===== config.mk =====
export PLATFORM = sky130hd
export DESIGN_NAME = framed_servo_command_parser
export DESIGN_NICKNAME = d
export VERILOG_FILES = /design/src/hw/rtl/fscp_pkg.sv /design/src/hw/rtl/framed_servo_command_parser.sv
export SDC_FILE = /design/constraint.sdc
export NUM_CORES = 1
export LEC_CHECK = 0
export ABC_CLOCK_PERIOD_IN_PS = 7420
export BUFFER_PORTS_ARGS = -buffer_cell sky130_fd_sc_hd__buf_2
export CAP_MARGIN = 25
export CORE_UTILIZATION = 56
export DETAILED_ROUTE_END_ITERATION = 12
export PLACE_DENSITY = 0.75
export SLEW_MARGIN = 20
export SYNTH_ARGS = -nofsm -noshare
export SYNTH_HDL_FRONTEND = slang
export SYNTH_SLANG_ARGS = --single-unit

===== constraint.sdc =====
create_clock -name clock -period 7.42 [get_ports clock]
set_input_delay 1.484 -clock clock [delete_from_list [all_inputs] [get_ports clock]]
set_output_delay 1.484 -clock clock [all_outputs]
set_load 0.02 [all_outputs]

===== src/hw/rtl/fscp_pkg.sv =====
// Shared types and constants for the framed servo command parser.
// Character codes, action codes, number field phases and byte class helpers.
// No dependencies.
package fscp_pkg;

   localparam logic [7:0] CHAR_START = 8'h3C;  // '<'
   localparam logic [7:0] CHAR_END   = 8'h3E;  // '>'
   localparam logic [7:0] CHAR_S     = 8'h53;
   localparam logic [7:0] CHAR_P     = 8'h50;
   localparam logic [7:0] CHAR_A     = 8'h41;
   localparam logic [7:0] CHAR_D     = 8'h44;
   localparam logic [7:0] CHAR_PLUS  = 8'h2B;
   localparam logic [7:0] CHAR_MINUS = 8'h2D;

   localparam logic [1:0] ACT_SET    = 2'd0;
   localparam logic [1:0] ACT_ATTACH = 2'd1;
   localparam logic [1:0] ACT_DETACH = 2'd2;

   localparam logic [15:0] MAG_CAP   = 16'h8000;
   localparam logic [15:0] POS_MAX   = 16'h7FFF;

   typedef enum logic [1:0] {
      PH_SKIP,
      PH_SIGN,
      PH_DIGITS,
      PH_DONE
   } num_phase_type;

   function automatic logic is_digit(input logic [7:0] c);
      return (c >= 8'h30) && (c <= 8'h39);
   endfunction

   function automatic logic is_space(input logic [7:0] c);
      return (c == 8'h20) || ((c >= 8'h09) && (c <= 8'h0D));
   endfunction

endpackage


===== src/hw/rtl/framed_servo_command_parser.sv =====
// Framed servo command parser: top level, one byte per cycle unless stalled.
// Depends on fscp_pkg for character codes, action codes and helpers.
//
// Takes one received byte per request and emits a command at most once per
// frame, at the closing '>'. A frame opens with '<'; up to MAX_FRAME_CHARS
// bytes are kept and the rest ignored until '>'. The frame yields a command
// when char 0 is the digit equal to the board address, char 1 is 'S', char 2
// is 'P' (set position), 'A' (attach) or 'D' (detach) and char 3 is the servo
// digit. For set position the signed decimal value after char 3 is read with
// leading whitespace skipped, an optional sign, and saturation to 16 bits;
// attach and detach report position 0. Every byte is handled on acceptance:
// the frame state updates as the request is accepted and a finished command
// goes to an output register, so a request is accepted in every cycle in
// which the output register is empty or being emptied. The first command
// appears on the result channel in the cycle after its '>' is accepted. The
// board address may be changed only while no command is pending.
module framed_servo_command_parser
   import fscp_pkg::*;
#(
   parameter int MAX_FRAME_CHARS = 30
) (
   input  logic               clock,
   input  logic               reset,
   input  logic               csr_wr_en,
   input  logic [3:0]         csr_wr_data,
   input  logic               req_valid,
   output logic               req_ready,
   input  logic [7:0]         req_rx_byte,
   output logic               rsp_valid,
   input  logic               rsp_ready,
   output logic [1:0]         rsp_action,
   output logic [3:0]         rsp_servo_number,
   output logic signed [15:0] rsp_position
);

   localparam int CW = $clog2(MAX_FRAME_CHARS + 1);
   localparam logic [CW-1:0] CNT_MAX = CW'(MAX_FRAME_CHARS);
   localparam logic [CW-1:0] CNT_ADDR = CW'(0);
   localparam logic [CW-1:0] CNT_CMD = CW'(1);
   localparam logic [CW-1:0] CNT_SUB = CW'(2);
   localparam logic [CW-1:0] CNT_SERVO = CW'(3);
   localparam logic [CW-1:0] CNT_MIN = CW'(4);

   logic [3:0]    board_address_ff;
   logic          in_frame_ff, in_frame_in;
   logic [CW-1:0] char_count_ff, char_count_in;
   logic [7:0]    address_char_ff, address_char_in;
   logic [7:0]    command_char_ff, command_char_in;
   logic [7:0]    sub_char_ff, sub_char_in;
   logic [7:0]    servo_char_ff, servo_char_in;
   num_phase_type phase_ff, phase_in;
   logic          negative_ff, negative_in;
   logic [15:0]   magnitude_ff, magnitude_in;

   logic          rsp_valid_ff, rsp_valid_in;
   logic [1:0]    rsp_action_ff, rsp_action_in;
   logic [3:0]    rsp_servo_ff, rsp_servo_in;
   logic [15:0]   rsp_position_ff, rsp_position_in;

   logic          req_fire;
   logic          hit;
   logic [7:0]    c;
   logic [19:0]   mag_wide;
   logic [19:0]   digit_sum;
   logic [15:0]   digit_mag;
   logic          frame_ok;
   logic [15:0]   set_position;

   assign req_ready = !rsp_valid_ff || rsp_ready;
   assign req_fire  = req_valid && req_ready;
   assign c         = req_rx_byte;

   // Decimal accumulate: magnitude * 10 + digit, capped at 32768.
   assign mag_wide  = 20'(magnitude_ff);
   assign digit_sum = (mag_wide << 3) + (mag_wide << 1) + 20'(c[3:0]);
   assign digit_mag = (digit_sum > 20'(MAG_CAP)) ? MAG_CAP : digit_sum[15:0];

   // Char 0 low nibble equals the address only for digits 0..9, so an address
   // above 9 never matches.
   assign frame_ok = (char_count_ff >= CNT_MIN)
                     && is_digit(address_char_ff)
                     && (address_char_ff[3:0] == board_address_ff)
                     && (command_char_ff == CHAR_S)
                     && is_digit(servo_char_ff);

   assign set_position = negative_ff ? (~magnitude_ff + 16'd1)
                       : (magnitude_ff[15] ? POS_MAX : magnitude_ff);

   always_comb begin
      in_frame_in     = in_frame_ff;
      char_count_in   = char_count_ff;
      address_char_in = address_char_ff;
      command_char_in = command_char_ff;
      sub_char_in     = sub_char_ff;
      servo_char_in   = servo_char_ff;
      phase_in        = phase_ff;
      negative_in     = negative_ff;
      magnitude_in    = magnitude_ff;
      hit             = 1'b0;
      rsp_action_in   = rsp_action_ff;
      rsp_servo_in    = rsp_servo_ff;
      rsp_position_in = rsp_position_ff;

      if (req_fire) begin
         if (!in_frame_ff) begin
            if (c == CHAR_START) begin
               in_frame_in     = 1'b1;
               char_count_in   = '0;
               address_char_in = '0;
               command_char_in = '0;
               sub_char_in     = '0;
               servo_char_in   = '0;
               phase_in        = PH_SKIP;
               negative_in     = 1'b0;
               magnitude_in    = '0;
            end
         end else if (c != CHAR_END) begin
            if (char_count_ff < CNT_MAX) begin
               char_count_in = char_count_ff + CW'(1);
               if (char_count_ff == CNT_ADDR) begin
                  address_char_in = c;
               end else if (char_count_ff == CNT_CMD) begin
                  command_char_in = c;
               end else if (char_count_ff == CNT_SUB) begin
                  sub_char_in = c;
               end else if (char_count_ff == CNT_SERVO) begin
                  servo_char_in = c;
               end else begin
                  case (phase_ff)
                     PH_SKIP: begin
                        if (is_space(c)) begin
                           phase_in = PH_SKIP;
                        end else if (c == CHAR_PLUS || c == CHAR_MINUS) begin
                           negative_in = (c == CHAR_MINUS);
                           phase_in    = PH_SIGN;
                        end else if (is_digit(c)) begin
                           magnitude_in = digit_mag;
                           phase_in     = PH_DIGITS;
                        end else begin
                           phase_in = PH_DONE;
                        end
                     end
                     PH_SIGN, PH_DIGITS: begin
                        if (is_digit(c)) begin
                           magnitude_in = digit_mag;
                           phase_in     = PH_DIGITS;
                        end else begin
                           phase_in = PH_DONE;
                        end
                     end
                     default: begin
                        phase_in = PH_DONE;
                     end
                  endcase
               end
            end
         end else begin
            in_frame_in = 1'b0;
            if (frame_ok) begin
               rsp_servo_in = servo_char_ff[3:0];
               case (sub_char_ff)
                  CHAR_P: begin
                     hit             = 1'b1;
                     rsp_action_in   = ACT_SET;
                     rsp_position_in = set_position;
                  end
                  CHAR_A: begin
                     hit             = 1'b1;
                     rsp_action_in   = ACT_ATTACH;
                     rsp_position_in = '0;
                  end
                  CHAR_D: begin
                     hit             = 1'b1;
                     rsp_action_in   = ACT_DETACH;
                     rsp_position_in = '0;
                  end
                  default: begin
                     hit = 1'b0;
                  end
               endcase
            end
         end
      end

      if (hit) begin
         rsp_valid_in = 1'b1;
      end else if (rsp_ready) begin
         rsp_valid_in = 1'b0;
      end else begin
         rsp_valid_in = rsp_valid_ff;
      end
   end

   always_ff @(posedge clock) begin
      if (reset) begin
         board_address_ff <= '0;
         in_frame_ff      <= 1'b0;
         char_count_ff    <= '0;
         address_char_ff  <= '0;
         command_char_ff  <= '0;
         sub_char_ff      <= '0;
         servo_char_ff    <= '0;
         phase_ff         <= PH_SKIP;
         negative_ff      <= 1'b0;
         magnitude_ff     <= '0;
         rsp_valid_ff     <= 1'b0;
      end else begin
         if (csr_wr_en) begin
            board_address_ff <= csr_wr_data;
         end
         in_frame_ff     <= in_frame_in;
         char_count_ff   <= char_count_in;
         address_char_ff <= address_char_in;
         command_char_ff <= command_char_in;
         sub_char_ff     <= sub_char_in;
         servo_char_ff   <= servo_char_in;
         phase_ff        <= phase_in;
         negative_ff     <= negative_in;
         magnitude_ff    <= magnitude_in;
         rsp_valid_ff    <= rsp_valid_in;
      end
   end

   always_ff @(posedge clock) begin
      rsp_action_ff   <= rsp_action_in;
      rsp_servo_ff    <= rsp_servo_in;
      rsp_position_ff <= rsp_position_in;
   end

   assign rsp_valid        = rsp_valid_ff;
   assign rsp_action       = rsp_action_ff;
   assign rsp_servo_number = rsp_servo_ff;
   assign rsp_position     = rsp_position_ff;

   // A new command only follows an accepted end marker.
   a_rsp_after_end: assert property (@(posedge clock) disable iff (reset)
      $rose(rsp_valid_ff) |-> $past(req_fire && (req_rx_byte == CHAR_END)))
      else $error("command raised without an end marker");

   a_count_cap: assert property (@(posedge clock) disable iff (reset)
      char_count_ff <= CNT_MAX)
      else $error("kept character count passed its limit");

   a_pos_zero: assert property (@(posedge clock) disable iff (reset)
      (rsp_valid_ff && (rsp_action_ff != ACT_SET)) |-> (rsp_position_ff == 16'd0))
      else $error("attach or detach carries a position");

   a_skip_no_mag: assert property (@(posedge clock) disable iff (reset)
      (phase_ff == PH_SKIP) |-> (magnitude_ff == 16'd0 && !negative_ff))
      else $error("number value present before any sign or digit");

endmodule

---- Yosys cells after proc, flatten, opt, wreduce, memory -nomap -nowiden ----
Cells that the tools add are included.
operators by class
  reduce and logical (&&, ||, !) cells .... 33
  equal/unequal tests ..................... 31
  bitwise gates (word level) .............. 2
  magnitude comparators ................... 11
  add/subtract/negate cells ............... 4
  muxes and demuxes ....................... 77
operators with widths
  operator                                                        count
  two-way mux 16 bit                                              13
  two-way mux 8 bit                                               23
  case mux 16 bit (2 select lines)                                2
  == test 8 x 6 -> 1 bit, second input constant                   4
  == test 8 x 7 -> 1 bit, second input constant                   4
  >= comparator 8 x 6 -> 1 bit, second input constant             3
  less-or-equal comparator 8 x 6 -> 1 bit, second input constant  3
  two-way mux 1 bit                                               22
  AND reduction 11 bit                                            2
  adder 19 x 17 -> 20 bit                                         1
  adder 20 x 4 -> 20 bit                                          1
  > comparator 20 x 16 -> 1 bit, second input constant            1
  two-way mux 2 bit                                               10
  two-way mux 5 bit                                               4
  adder 16 x 1 -> 16 bit, second input constant                   1
  inequality test 2 x 1 -> 1 bit, second input constant           8
  NOT 16 bit                                                      1
  AND reduction 8 bit                                             2
  two-way mux 15 bit                                              1
  AND reduction 5 bit                                             3
  == test 5 x 2 -> 1 bit, second input constant                   2
  inequality test 2 bit, second input constant                    5
  logical AND 1 bit                                               9
  >= comparator 8 x 4 -> 1 bit, second input constant             1
  other kinds (25)                                                32
storage, ports and cells
  input port bits ......................... 17
  register bits ........................... 84
  logic and storage cells ................. 172
  output and inout port bits .............. 24

---- Depth between registers and ports, before layout ----
Gate-level depths: netlist (run 1).
  word-level depth ........................ 15
  gate-level depth with buffers ........... 12
  gate-level depth less buffers ........... 11

---- Least setup slack after synthesis (run 1) ----
Ideal clock, no wire load.
  path type ............................... input to register
  start point ............................. in req_rx_byte[3]
  end point ............................... reg magnitude_ff[4]
  setup time .............................. 0.087 ns
  cell stages on the path ................. 11
  buffers on the path ..................... 1
  data required time ...................... 7.333 ns
  setup slack ............................. 3.299 ns
  arrival ................................. 4.034 ns
  cell sequence ........................... inv_1 > fa_1 > inv_1 > ha_1 > a211oi_1 > o21ai_0 > and3_1 > or4_1 > and2_1 > buf_1 > o31ai_1
between the ends
  word-level cells in the longest chain between the ends .. 14
  elaborated cells on any way between the ends .. 32
  classes of those cells .................. 1 x add/sub; 5 x order compare; 8 x eq/ne; 12 x mux; 6 x reduce/logical
RTL lines
  what                              RTL line                                                                text
  from (decl)                       framed_servo_command_parser.sv:28                                       input logic [7:0] req_rx_byte,
  adder 20 x 4 -> 20 bit            framed_servo_command_parser.sv:75                                       assign digit_sum = (mag_wide << 3) + (mag_wide << 1) + 20'(c[3:0]);
  > comparator 20 x 16 -> 1 bit     framed_servo_command_parser.sv:76                                       assign digit_mag = (digit_sum > 20'(MAG_CAP)) ? MAG_CAP : digit_sum[15:0];
  two-way mux 16 bit                framed_servo_command_parser.sv:76
  two-way mux 16 bit                framed_servo_command_parser.sv:136, framed_servo_command_parser.sv:144
  two-way mux 16 bit                framed_servo_command_parser.sv:133                                      end else if (c == CHAR_PLUS || c == CHAR_MINUS) begin
  two-way mux 16 bit                framed_servo_command_parser.sv:131                                      if (is_space(c)) begin
  case mux 16 bit (2 select lines)  framed_servo_command_parser.sv:129                                      case (phase_ff)
  two-way mux 16 bit                framed_servo_command_parser.sv:126                                      end else if (char_count_ff == CNT_SERVO) begin
  two-way mux 16 bit                framed_servo_command_parser.sv:124                                      end else if (char_count_ff == CNT_SUB) begin
  two-way mux 16 bit                framed_servo_command_parser.sv:122                                      end else if (char_count_ff == CNT_CMD) begin
  two-way mux 16 bit                framed_servo_command_parser.sv:120                                      if (char_count_ff == CNT_ADDR) begin
  two-way mux 16 bit                framed_servo_command_parser.sv:118                                      if (char_count_ff < CNT_MAX) begin
  two-way mux 16 bit                framed_servo_command_parser.sv:117                                      end else if (c != CHAR_END) begin
  two-way mux 16 bit                framed_servo_command_parser.sv:105                                      if (!in_frame_ff) begin
  to (signal assigned)              framed_servo_command_parser.sv:219                                      magnitude_ff <= magnitude_in;
  to (decl)                         framed_servo_command_parser.sv:53                                       logic [15:0] magnitude_ff, magnitude_in;
Several ways; a longest one is shown, not always the timed one. The select of a mux whose other input is x is not followed.
A chain may end at the register's enable or synchronous reset.

---- Worst setup path after layout (run 1) ----
  start point ............................. in req_rx_byte[3]
  end point ............................... reg magnitude_ff[12]
Same word-level chain as after synthesis.

==> metrics.txt, run 1 <==
status finished, violations left; failing checks DRC; worst min-delay path class flop to flop; end of the critical path magnitude_ff[12]$_SDFFE_PP0P_; critical path's slowest cell fa_1; drt via density 5.95; Layout Nets 661; top cell type's share of synthesized area 24.2%; CTS Hold Bufs 0; worst r2r src magnitude_ff[0]$_SDFFE_PP0P_; Synth Register Bits 84; total iterations of the first detailed-routing run 9; final non-filler cell total 717; initial antenna violation count 1; Fin. Hold Viols 0; total grt overflow 0; placed insts 698; Rows 34; Post-DRT Antenna Nets 0; crit path kind input port to flop; H-tree lvl count 3; die width 97.7 um; final period utilization 59.1%; dominant cell by count in the synthesized netlist nor2_1; crit end category flop; WP depth 12; share of layout cells above drive strength 1 11.8%; # DRC 16; startpoint types input port; critical path arrival 4.66 ns; CP startpoint req_rx_byte[3]; Largest stage delay, worst path 0.60 ns; Critical Path RT 7.70 ns; post-synthesis sequential area ratio 37.1%; Syn Std Cell Area 5130 um^2; setup bufs post-CTS 0; area used by multi-input combinational logic 3070 um^2; ys async rst share 0%; top post-synthesis cells by area dfxtp_1 (24%), edfxtp_1 (13%), ha_1 (9.5%); Cells on Worst Hold Path 0; Fill cells 734; TritonCTS clock tree done; Worst R2R Path Depth 11; via count 4263; setup violators final 0; family with the most delay on the worst path compound AO/OA/AOI/OAI gates; Total GRT Usage 24.4%; CTS sink count 84; die area 9550 um^2; register area 1900 um^2; P_leak 0.00224 uW; worst-skew pair later-pin latency 0.35 ns; Slew Limit Fails 0; Mapped Nets 630; maximum buffer depth of the clock tree 2; Final Skew 0.00721 ns; core area 8810 um^2; Reg-to-Reg End magnitude_ff[12]$_SDFFE_PP0P_; Buf/Inv on CP 3; Root Driver clkbuf_8; CP Max Fanout 7; crit path time final 4.38 ns; Power Density 151 nW/um^2; placer congestion estimate 0.876; synthesis warning total 0; Area Growth Syn to Fin 9.32%; Peak VDD IR 0.000117 V; IO Count 41; cts bufs inserted 9; Netlist cell types 67; Resized cells post-CTS 0; final wirelength 11.3 mm; Syn Area/Cell 8.97 um^2; initial DRC count 241; Synth top cells by count nor2_1 (80), dfxtp_1 (62), nand2_1 (49); die height 97.7 um; pin count of the biggest net entering global routing 48; mean routed wirelength per cell 15.7 um; Yosys top cell by area dfxtp_1; Worst R2R Setup Slack 3.82 ns; EDFF count, synth 22; Fin Setup TNS 0 ns; FMAX 228 MHz; RSZ-0062 raised after global routing false; first-pass GRT wire length 18.7 mm; Slew Limit Headroom 43.5%; crit path cell chain buf_2, inv_1, fa_1, inv_1, ha_1, a211oi_1, o21ai_0, and3_1, or4_1, nand2_1, o2111ai_1, o21ai_0; Post-DP HPWL 8.59 mm; buffers added on ports 40; Top FF cell, synth dfxtp_1; Slew @ Worst Pin 0.847 ns; Initial Util 58.3%; CTS clk-pin slew, worst paths 0.09 ns; maxcap violations 0; Synth Instances 572; vias in the first global route 3969
[layout make-up]
cell class	count	area share, %
multi-input cells	448	54.8
diodes	1	0.0446
clock buffers	10	2.45
well taps	108	2.41
repair buffers	42	3.79
flip-flops and latches	84	33.9
inverters	18	1.20
clock inverters	6	1.36
[worst min path at each step]
stage / start / to / slack [ns]
2_1_floorplan: servo_char_ff[0]$_SDFFE_PP0P_ / rsp_servo_number[0]$_DFFE_PP_ / 0.41
3_3_place_gp: servo_char_ff[0]$_SDFFE_PP0P_ / rsp_servo_number[0]$_DFFE_PP_ / 0.42
3_5_place_dp: servo_char_ff[1]$_SDFFE_PP0P_ / rsp_servo_number[1]$_DFFE_PP_ / 0.44
4_1_cts: servo_char_ff[1]$_SDFFE_PP0P_ / rsp_servo_number[1]$_DFFE_PP_ / 0.46
5_1_grt: servo_char_ff[3]$_SDFFE_PP0P_ / rsp_servo_number[3]$_DFFE_PP_ / 0.49
6_report: servo_char_ff[1]$_SDFFE_PP0P_ / rsp_servo_number[1]$_DFFE_PP_ / 0.46
[kinds of logic after synthesis]
group | after synthesis | synth area share, %
and+or+nand+nor | 210 | 20.4
AOI/OAI and AO/OA | 125 | 16.0
xor gates and xnor gates | 34 | 5.80
muxes | 38 | 7.44
buffers and inverters | 40 | 3.00
adders and majority gates | 41 | 10.3
DFF | 84 | 37.1
[layer usage]
| layer | part of all wire (%) | up-vias | GRT usage, % |
|---|---|---|---|
| met5 | 0 | - | 0 |
| met2 | 46 | 100 | 39.8 |
| li1 | - | 2124 | - |
| met4 | 1.9 | 0 | 8.97 |
| met1 | 48 | 2019 | 32.3 |
| met3 | 4.1 | 20 | 4.53 |
[placed cells by master (no fill, tap or decap), types with 10 or more instances in the layout]
cell type / n
nor2_1: 80
dfxtp_1: 62
nand2_1: 49
buf_2: 40
ha_1: 39
mux2i_1: 37
o21ai_0: 32
a21oi_1: 29
edfxtp_1: 22
xnor2_1: 18
inv_1: 17
xor2_1: 16
and2_1: 11
nor3_1: 11
a211oi_1: 11
clkbuf_8: 10
[sequential cells by signal, indices dropped and copies added, names as in the netlist, 4 cells and up]
register and cells:
address_char_ff 8, board_address_ff 4, char_count_ff 5, command_char_ff 8, magnitude_ff 16, rsp_position 16
rsp_servo_number 4, servo_char_ff 8, sub_char_ff 8
[report_power, final]
part           total, uW  switching [uW]  internal [uW]
clock                351             179            172
sequential           469            1.08            468
combinational       28.2            17.4           10.8
[stage by stage]
| step | utilization, % | instance area, um^2 | total power [uW] | worst slack, ns | hold slack (ns) |
|---|---|---|---|---|---|
| final | 63.7 | 5610 | 849 | 3.04 | 0.464 |
| after global placement | 61.1 | 5380 | 507 | 2.89 | 0.416 |
| after global routing | 63.7 | 5610 | 877 | 2.79 | 0.490 |
| after detailed placement | 61.1 | 5380 | 507 | 2.73 | 0.437 |
| after CTS | 63.5 | 5590 | 854 | 3.07 | 0.463 |
| after floorplan | - | 5130 | 498 | 3.30 | 0.408 |
Power figures use the tool's default switching activity.
==> run 2: changes to the inputs <==
--- a/config.mk
+++ b/config.mk
@@ -5,7 +5,8 @@
 export SDC_FILE = /design/constraint.sdc
 export NUM_CORES = 1
 export LEC_CHECK = 0
-export ABC_CLOCK_PERIOD_IN_PS = 7420
+export ABC_AREA = 1
+export ABC_CLOCK_PERIOD_IN_PS = 4500
 export BUFFER_PORTS_ARGS = -buffer_cell sky130_fd_sc_hd__buf_2
 export CAP_MARGIN = 25
 export CORE_UTILIZATION = 56
==> constraint.sdc (replaced) <==
create_clock -name clock -period 4.5 [get_ports clock]
set_input_delay 0.9 -clock clock [delete_from_list [all_inputs] [get_ports clock]]
set_output_delay 0.9 -clock clock [all_outputs]
set_load 0.02 [all_outputs]
==> run 2 against run 1 <==
  * The flow now finishes without violations
  * Utilization fell by 0.25 points
  * Sequential cell count did not move
  * Highest routed layer unchanged
  * Largest cell class unchanged
  * Cell count rose by 33%
  * Clock power rose by 57%
  * Non-clock buffer count fell by 1
  * Worst setup slack got worse by 1.8 ns
  * Clock-buffer cell count fell by 1
  * Synthesized cell count rose by 38%
  * Area after synthesis rose by 7.6%
  * Sequential share of layout area fell by 2.1 points
  * Combinational power rose by 58%
  * Critical path type unchanged
==> metrics.txt, run 2 <==
die width 101 um (+3.7%); Worst R2R Setup Slack 1.47 ns (-2.35 ns); most frequent cells in the layout nand2_1 (188), inv_1 (114), a21oi_1 (79); buffers added on ports 40 (unchanged); placer congestion estimate 0.924 (+5.5%); Mapped Nets 849 (+35%); initial antenna violation count 0 (-1); die height 101 um (+3.7%); Critical Path RT 4.79 ns (-2.91 ns); EDFF count, synth 22 (unchanged); Area Growth Syn to Fin 8.16%; worst r2r src magnitude_ff[0]$_SDFFE_PP0P_; hold path startpoint servo_char_ff[0]$_SDFFE_PP0P_; Layout Nets 880 (+33%); status finished, final reports clean; Hold Slack 0.454 ns (-0.0101 ns); Antenna Cells 0 (-1); dominant cell by count in the synthesized netlist nand2_1; vias in the first global route 4631 (+17%); cts bufs inserted 9 (unchanged); Peak VDD IR 0.000138 V (+18%); Fin Setup TNS 0 ns (unchanged); top cell type's share of synthesized area 22.5% (-1.7 points); Root Driver clkbuf_8; Largest stage delay, worst path 0.54 ns (-0.06 ns); critical path's slowest cell fa_1; Syn Area/Cell 6.98 um^2 (-22%); most common cell after layout, fill and taps aside nand2_1; CTS sink count 84 (unchanged); share of layout cells above drive strength 1 10.2% (-1.7 points); Hold EP rsp_servo_number[0]$_DFFE_PP_; Reg-to-Reg End magnitude_ff[13]$_SDFFE_PP0P_; Crit path top cell by count nand2_1; worst-skew pair later-pin latency 0.37 ns (+0.02 ns); startpoint types input port; crit path time final 3.30 ns; maximum buffer depth of the clock tree 2 (unchanged); setup violators final 0 (unchanged); top post-synthesis cells by area dfxtp_1 (22%), nand2_1 (13%), edfxtp_1 (12%); setup bufs post-CTS 0 (unchanged); Slew Limit Fails 0 (unchanged); CTS Hold Bufs 0 (unchanged); Worst R2R Path Depth 16 (+5); Fin. Hold Viols 0 (unchanged); Post-DRT Antenna Nets 0 (unchanged); maxcap violations 0 (unchanged); initial DRC count 310 (+29%); Total GRT Usage 26.9% (+2.5 points); critical path arrival 3.58 ns (-1.08 ns); post-synthesis sequential area ratio 34.4% (-2.6 points); Final Skew 0.0126 ns (+0.00536 ns); mean routed wirelength per cell 13.6 um (-13%); via count 5266 (+24%); register area 1900 um^2 (unchanged); first-pass GRT wire length 21.8 mm (+17%); CTS clk-pin slew, worst paths 0.09 ns (about the same); P_leak 0.00271 uW (+21%); Initial Util 58.6% (+0.39 points); crit end category flop; Synth Instances 791 (+38%); crit path kind input port to flop; Fill cells 865 (+18%); Power Density 229 nW/um^2 (+52%); # DRC 0 (-16); Cells on Worst Hold Path 0 (unchanged); synthesis warning total 0 (unchanged); TritonCTS clock tree done; Rows 35 (+2.9%); Synth top cells by count nand2_1 (188), inv_1 (114), a21oi_1 (79); core area 9420 um^2 (+6.9%); final period utilization 73.3%; total iterations of the first detailed-routing run 5 (-4); Slew @ Worst Pin 0.968 ns (+0.121 ns); final wirelength 13.0 mm (+15%); Resized cells post-CTS 0 (unchanged); ys async rst share 0% (unchanged); H-tree lvl count 3 (unchanged); total grt overflow 0 (unchanged); area used by multi-input combinational logic 3060 um^2 (-0.41%); Syn Std Cell Area 5520 um^2 (+7.6%); Post-DP HPWL 9.88 mm (+15%); Yosys top cell by area dfxtp_1; Top FF cell, synth dfxtp_1; pin count of the biggest net entering global routing 38 (-21%); crit path cell chain buf_2, inv_1, fa_1, fa_1, inv_1, nand2_1, nand2_1, nand3_1, nand2_1, nand3_1, nand2_1, nand2_1, nand2_1, nand2_1, nor2_4, nand3_1, a21oi_1; worst min-delay path class flop to flop; CP Max Fanout 16 (+9); Netlist cell types 47 (-30%); Slew Limit Headroom 35.4% (-8.2 points); drt via density 5.51 (-7.4%); Synth Register Bits 84 (unchanged); die area 10300 um^2 (+7.5%); IO Count 41 (unchanged); FMAX 303 MHz; RSZ-0062 raised after global routing false
[run 2: cell type report]
cell class	count	area share (%)
Clock inverter	7	1.28
Multi-Input combinational cell	569	51.3
Sequential cell	84	31.8
Inverter	117	7.35
Tap cell	129	2.70
Clock buffer	9	2.07
Timing Repair Buffer	41	3.48
[run 2: power breakdown]
group | leakage [uW] | internal [uW] | total, uW | switching, uW
logic | 0.00194 | 14.1 | 44.6 | 30.5
clock network | 0.000103 | 221 | 550 | 329
registers | 0.000663 | 773 | 776 | 2.63
[run 2: through the flow]
| step | worst slack [ns] | total power [uW] | cells | cell area (um^2) | util [%] |
|---|---|---|---|---|---|
| 5_1_grt | 0.941 | 1400 | 956 | 5970 | 63.4 |
| 6_report | 1.20 | 1370 | 956 | 5970 | 63.4 |
| 4_1_cts | 1.22 | 1370 | 956 | 5970 | 63.4 |
| 3_5_place_dp | 0.839 | 837 | 940 | 5770 | 61.3 |
| 2_1_floorplan | 1.37 | 819 | 791 | 5520 | - |
| 3_3_place_gp | 0.932 | 835 | 940 | 5770 | 61.3 |
[run 2: critical path: cells and delay by family]
kind / cells / cell delay, ns
AOI/OAI and AO/OA: 1 / 0.16
adders and majority gates: 2 / 1.02
buffers and inverters: 3 / 0.39
and+or+nand+nor: 11 / 1.08
[run 2: cells by family after synthesis]
kind of cell               Yosys count  share of synthesized area, %
AOI/OAI and AO/OA                  140                          13.8
DFF                                 84                          34.4
and+or+nand+nor                    381                          31.0
xor gates and xnor gates             7                          1.11
adders and majority gates           41                          9.56
buffers and inverters              138                          10.1
[run 2: worst max path at each step]
| stage | end | start | depth (start not counted) | slack, ns |
|---|---|---|---|---|
| after global routing | magnitude_ff[4]$_SDFFE_PP0P_ | req_rx_byte[3] | 17 | 0.94 |
| after global placement | magnitude_ff[15]$_SDFFE_PP0P_ | req_rx_byte[3] | 18 | 0.93 |
| after floorplan | magnitude_ff[10]$_SDFFE_PP0P_ | req_rx_byte[3] | 17 | 1.37 |
| final | magnitude_ff[13]$_SDFFE_PP0P_ | req_rx_byte[3] | 17 | 1.20 |
| after CTS | magnitude_ff[13]$_SDFFE_PP0P_ | req_rx_byte[3] | 17 | 1.22 |
| after detailed placement | magnitude_ff[13]$_SDFFE_PP0P_ | req_rx_byte[3] | 17 | 0.84 |
[run 2: routing by layer]
layer / track usage (%) / wire length, um / vias to the layer above
met2: 41.3 / 5690 / 172
met4: 6.02 / 191 / 0
met3: 3.59 / 792 / 26
met5: 0 / 0 / -
li1: - / - / 2673
met1: 39.9 / 6350 / 2395
==> run 3: changes to the inputs <==
--- a/config.mk
+++ b/config.mk
@@ -6,12 +6,12 @@
 export NUM_CORES = 1
 export LEC_CHECK = 0
 export ABC_AREA = 1
-export ABC_CLOCK_PERIOD_IN_PS = 4500
+export ABC_CLOCK_PERIOD_IN_PS = 2850
 export BUFFER_PORTS_ARGS = -buffer_cell sky130_fd_sc_hd__buf_2
 export CAP_MARGIN = 25
-export CORE_UTILIZATION = 56
+export CORE_UTILIZATION = 55
 export DETAILED_ROUTE_END_ITERATION = 12
-export PLACE_DENSITY = 0.75
+export PLACE_DENSITY = 0.77
 export SLEW_MARGIN = 20
 export SYNTH_ARGS = -nofsm -noshare
 export SYNTH_HDL_FRONTEND = slang
==> constraint.sdc (replaced) <==
create_clock -name clock -period 2.85 [get_ports clock]
set_input_delay 0.57 -clock clock [delete_from_list [all_inputs] [get_ports clock]]
set_output_delay 0.57 -clock clock [all_outputs]
set_load 0.02 [all_outputs]
==> run 3 against run 2 <==
  * Die area grew 1.8%
  * Utilization grew 0.41 points
  * Clock skew is essentially flat
  * Clock-buffer cell count grew 1
  * Global-route usage shrank 0.081 points
  * Clock power grew 43%
  * Sequential share of layout area shrank 0.98 points
  * Sequential power grew 57%
  * Register-to-register slack lost 1.3 ns
  * Cell count grew 3.2%
  * Routed wire length grew 3.1%
  * Largest cell class unchanged
==> metrics.txt, run 3 (same netlist as run 2, synthesis figures left out) <==
status finished, final reports clean; FMAX 376 MHz; via count 5404 (+2.6%); family with the most delay on the worst path simple AND/OR/NAND/NOR gates; critical path arrival 2.94 ns (-0.64 ns); mean routed wirelength per cell 13.6 um (-0.17%); placer congestion estimate 0.973 (+5.3%); Fin. Hold Viols 0 (unchanged); pin count of the biggest net entering global routing 37 (-2.6%); maximum buffer depth of the clock tree 2 (unchanged); power share of the clock group 37.7% (-2.4 points); layer with the highest usage met2; total grt overflow 0 (unchanged); final period utilization 93.4%; Overall Power 2090 uW (+52%); crit path time final 2.66 ns; startpoint types input port; worst min-delay path class input port to flop; GRT met1 Usage 30.4% (-9.5 points); buffers added on ports 40 (unchanged); M3 GR Usage 3.83% (+0.24 points); die height 102 um (+0.89%); Crit path top cell by count nand2_1; die width 102 um (+0.89%); Reg-to-Reg End magnitude_ff[11]$_SDFFE_PP0P_; vias in the first global route 5014 (+8.3%); Util after Layout 63.8% (+0.41 points); Post-DRT Antenna Nets 0 (unchanged); Post-DP HPWL 10.4 mm (+5.7%); WP depth 18 (+1); worst r2r src magnitude_ff[0]$_SDFFE_PP0P_; share of layout cells above drive strength 1 15.6% (+5.4 points); P_leak 0.00284 uW (+5.0%); Critical Path RT 3.13 ns (-1.66 ns); placed insts 970 (+3.2%); crit end category flop; maxcap violations 0 (unchanged); setup violators final 0 (unchanged); crit path kind input port to flop; Slew Limit Headroom 60.7% (+25 points); first-pass GRT wire length 22.1 mm (+1.2%); Slew Limit Fails 0 (unchanged); initial antenna violation count 0 (unchanged); Layout Nets 907 (+3.1%); area used by multi-input combinational logic 3090 um^2 (+0.94%); final wirelength 13.4 mm (+3.1%); combinational power share 3.7% (+0.4 points); most frequent cells in the layout nand2_1 (187), inv_1 (110), a21oi_1 (76); register area 1920 um^2 (+0.79%); total iterations of the first detailed-routing run 6 (+1); Final Skew 0.0124 ns (-0.000149 ns); switching share of power 24.5% (-1.9 points); Largest stage delay, worst path 0.58 ns (+0.04 ns); Peak VDD IR 0.000327 V (+140%); Rows 36 (+2.9%); crit path cell chain buf_2, inv_2, fa_2, inv_1, ha_1, nand2_1, nand2_1, nand3_2, nand2_2, nand2_1, nand2_1, nor2_1, nor2_1, nand2_1, nor2_4, buf_12, nand3_1, a21oi_2; Antenna Cells 0 (unchanged); worst-skew pair later-pin latency 0.35 ns (-0.02 ns); cell internal pwr 1580 uW (+56%); CP startpoint req_rx_byte[3]; Total GRT Usage 26.8% (-0.081 points); Worst R2R Setup Slack 0.21 ns (-1.26 ns); part of the power in registers 58.7% (+2.1 points); die area 10400 um^2 (+1.8%); end of the critical path magnitude_ff[11]$_SDFFE_PP0P_; core area 9730 um^2 (+3.3%); Worst R2R Path Depth 17 (+1); initial DRC count 255 (-18%); critical path's slowest cell fa_2; Initial Util 56.8% (-1.9 points); Area Growth Syn to Fin 12.5%; IO Count 41 (unchanged); TritonCTS clock tree done; grt met2 use 49.0% (+7.7 points); Fill cells 920 (+6.4%); Root Driver clkbuf_8; total net switching power 511 uW (+41%); CTS clk-pin slew, worst paths 0.09 ns (about the same); CP Max Fanout 15 (-1); final non-filler cell total 987 (+3.2%); Buf/Inv on CP 4 (+1); # DRC 0 (unchanged); most common cell after layout, fill and taps aside nand2_1; Slew @ Worst Pin 0.588 ns (-0.380 ns); cts bufs inserted 9 (unchanged); H-tree lvl count 3 (unchanged); drt via density 5.48 (-0.60%); CTS sink count 84 (unchanged); Power Density 336 nW/um^2 (+46%)
[run 3: changes by cell type in the layout (fill, tap and decap cells not counted), sizes merged]
cell,before,now
clkbuf,9,10
buf,41,68
inv,121,120
[run 3: routing by layer]
layer	routed length, um	vias to the layer above
li1	-	2715
met1	5400	2497
met2	6900	155
met3	627	37
met4	495	0
met5	0	-
[run 3: through the flow]
| stage | hold slack (ns) | area, um^2 | setup TNS (ns) | setup slack [ns] |
|---|---|---|---|---|
| global route | 0.451 | 6210 | -0.00517 | -0.00517 |
| floorplan | 0.409 | 5520 | 0 | 0.0533 |
| finish | 0.437 | 6210 | 0 | 0.188 |
| detailed placement | 0.437 | 5980 | -3.71 | -0.255 |
| CTS | 0.426 | 6160 | 0 | 0.0400 |
| global placement | 0.426 | 5980 | -2.56 | -0.171 |
[run 3: what timing repair did]
item,4_1_cts,5_1_grt
resized for setup,0,24
hold buffers,0,0
hold endpoints to repair,0,0
endpoints found under the setup margin,0,16
setup buffers,0,1
[run 3: area by class of cell]
class                           count  area share (%)
Tap cell                          133            2.68
Multi-Input combinational cell    569            49.8
Timing Repair Buffer               68            6.81
Clock buffer                       10            2.05
Sequential cell                    84            30.9
Inverter                          117            7.07
Clock inverter                      6           0.766
[run 3: worst register-to-register path, stage by stage (launching register included)]
cell	delay, ns
dfxtp_2	0.34
inv_2	0.06
fa_2	0.55
inv_1	0.05
ha_1	0.31
nand2_1	0.06
nand2_1	0.07
nand3_2	0.10
nand2_2	0.10
nand2_1	0.05
nand2_1	0.09
nor2_1	0.05
nor2_1	0.12
nand2_1	0.11
nor2_4	0.15
buf_12	0.15
nand3_1	0.10
a21oi_2	0.12
[run 3: power by group through the flow]
stage / logic, uW / clock network, uW / registers, uW
after global routing: 85.2 / 847 / 1230
after global placement: 71.9 / 0 / 1250
after floorplan: 42.2 / 0 / 1250
final: 76.6 / 786 / 1220
after CTS: 74.9 / 801 / 1220
after detailed placement: 74.0 / 0 / 1250
[run 3: how the worst min path moves through the flow]
stage,startpoint,to,slack (ns),depth (start not counted)
after floorplan,servo_char_ff[0]$_SDFFE_PP0P_,rsp_servo_number[0]$_DFFE_PP_,0.41,0
after global placement,servo_char_ff[0]$_SDFFE_PP0P_,rsp_servo_number[0]$_DFFE_PP_,0.43,0
after detailed placement,servo_char_ff[2]$_SDFFE_PP0P_,rsp_servo_number[2]$_DFFE_PP_,0.44,0
after CTS,csr_wr_data[1],board_address_ff[1]$_SDFFE_PP0P_,0.43,3
after global routing,csr_wr_data[0],board_address_ff[0]$_SDFFE_PP0P_,0.45,3
final,csr_wr_data[3],board_address_ff[3]$_SDFFE_PP0P_,0.44,3
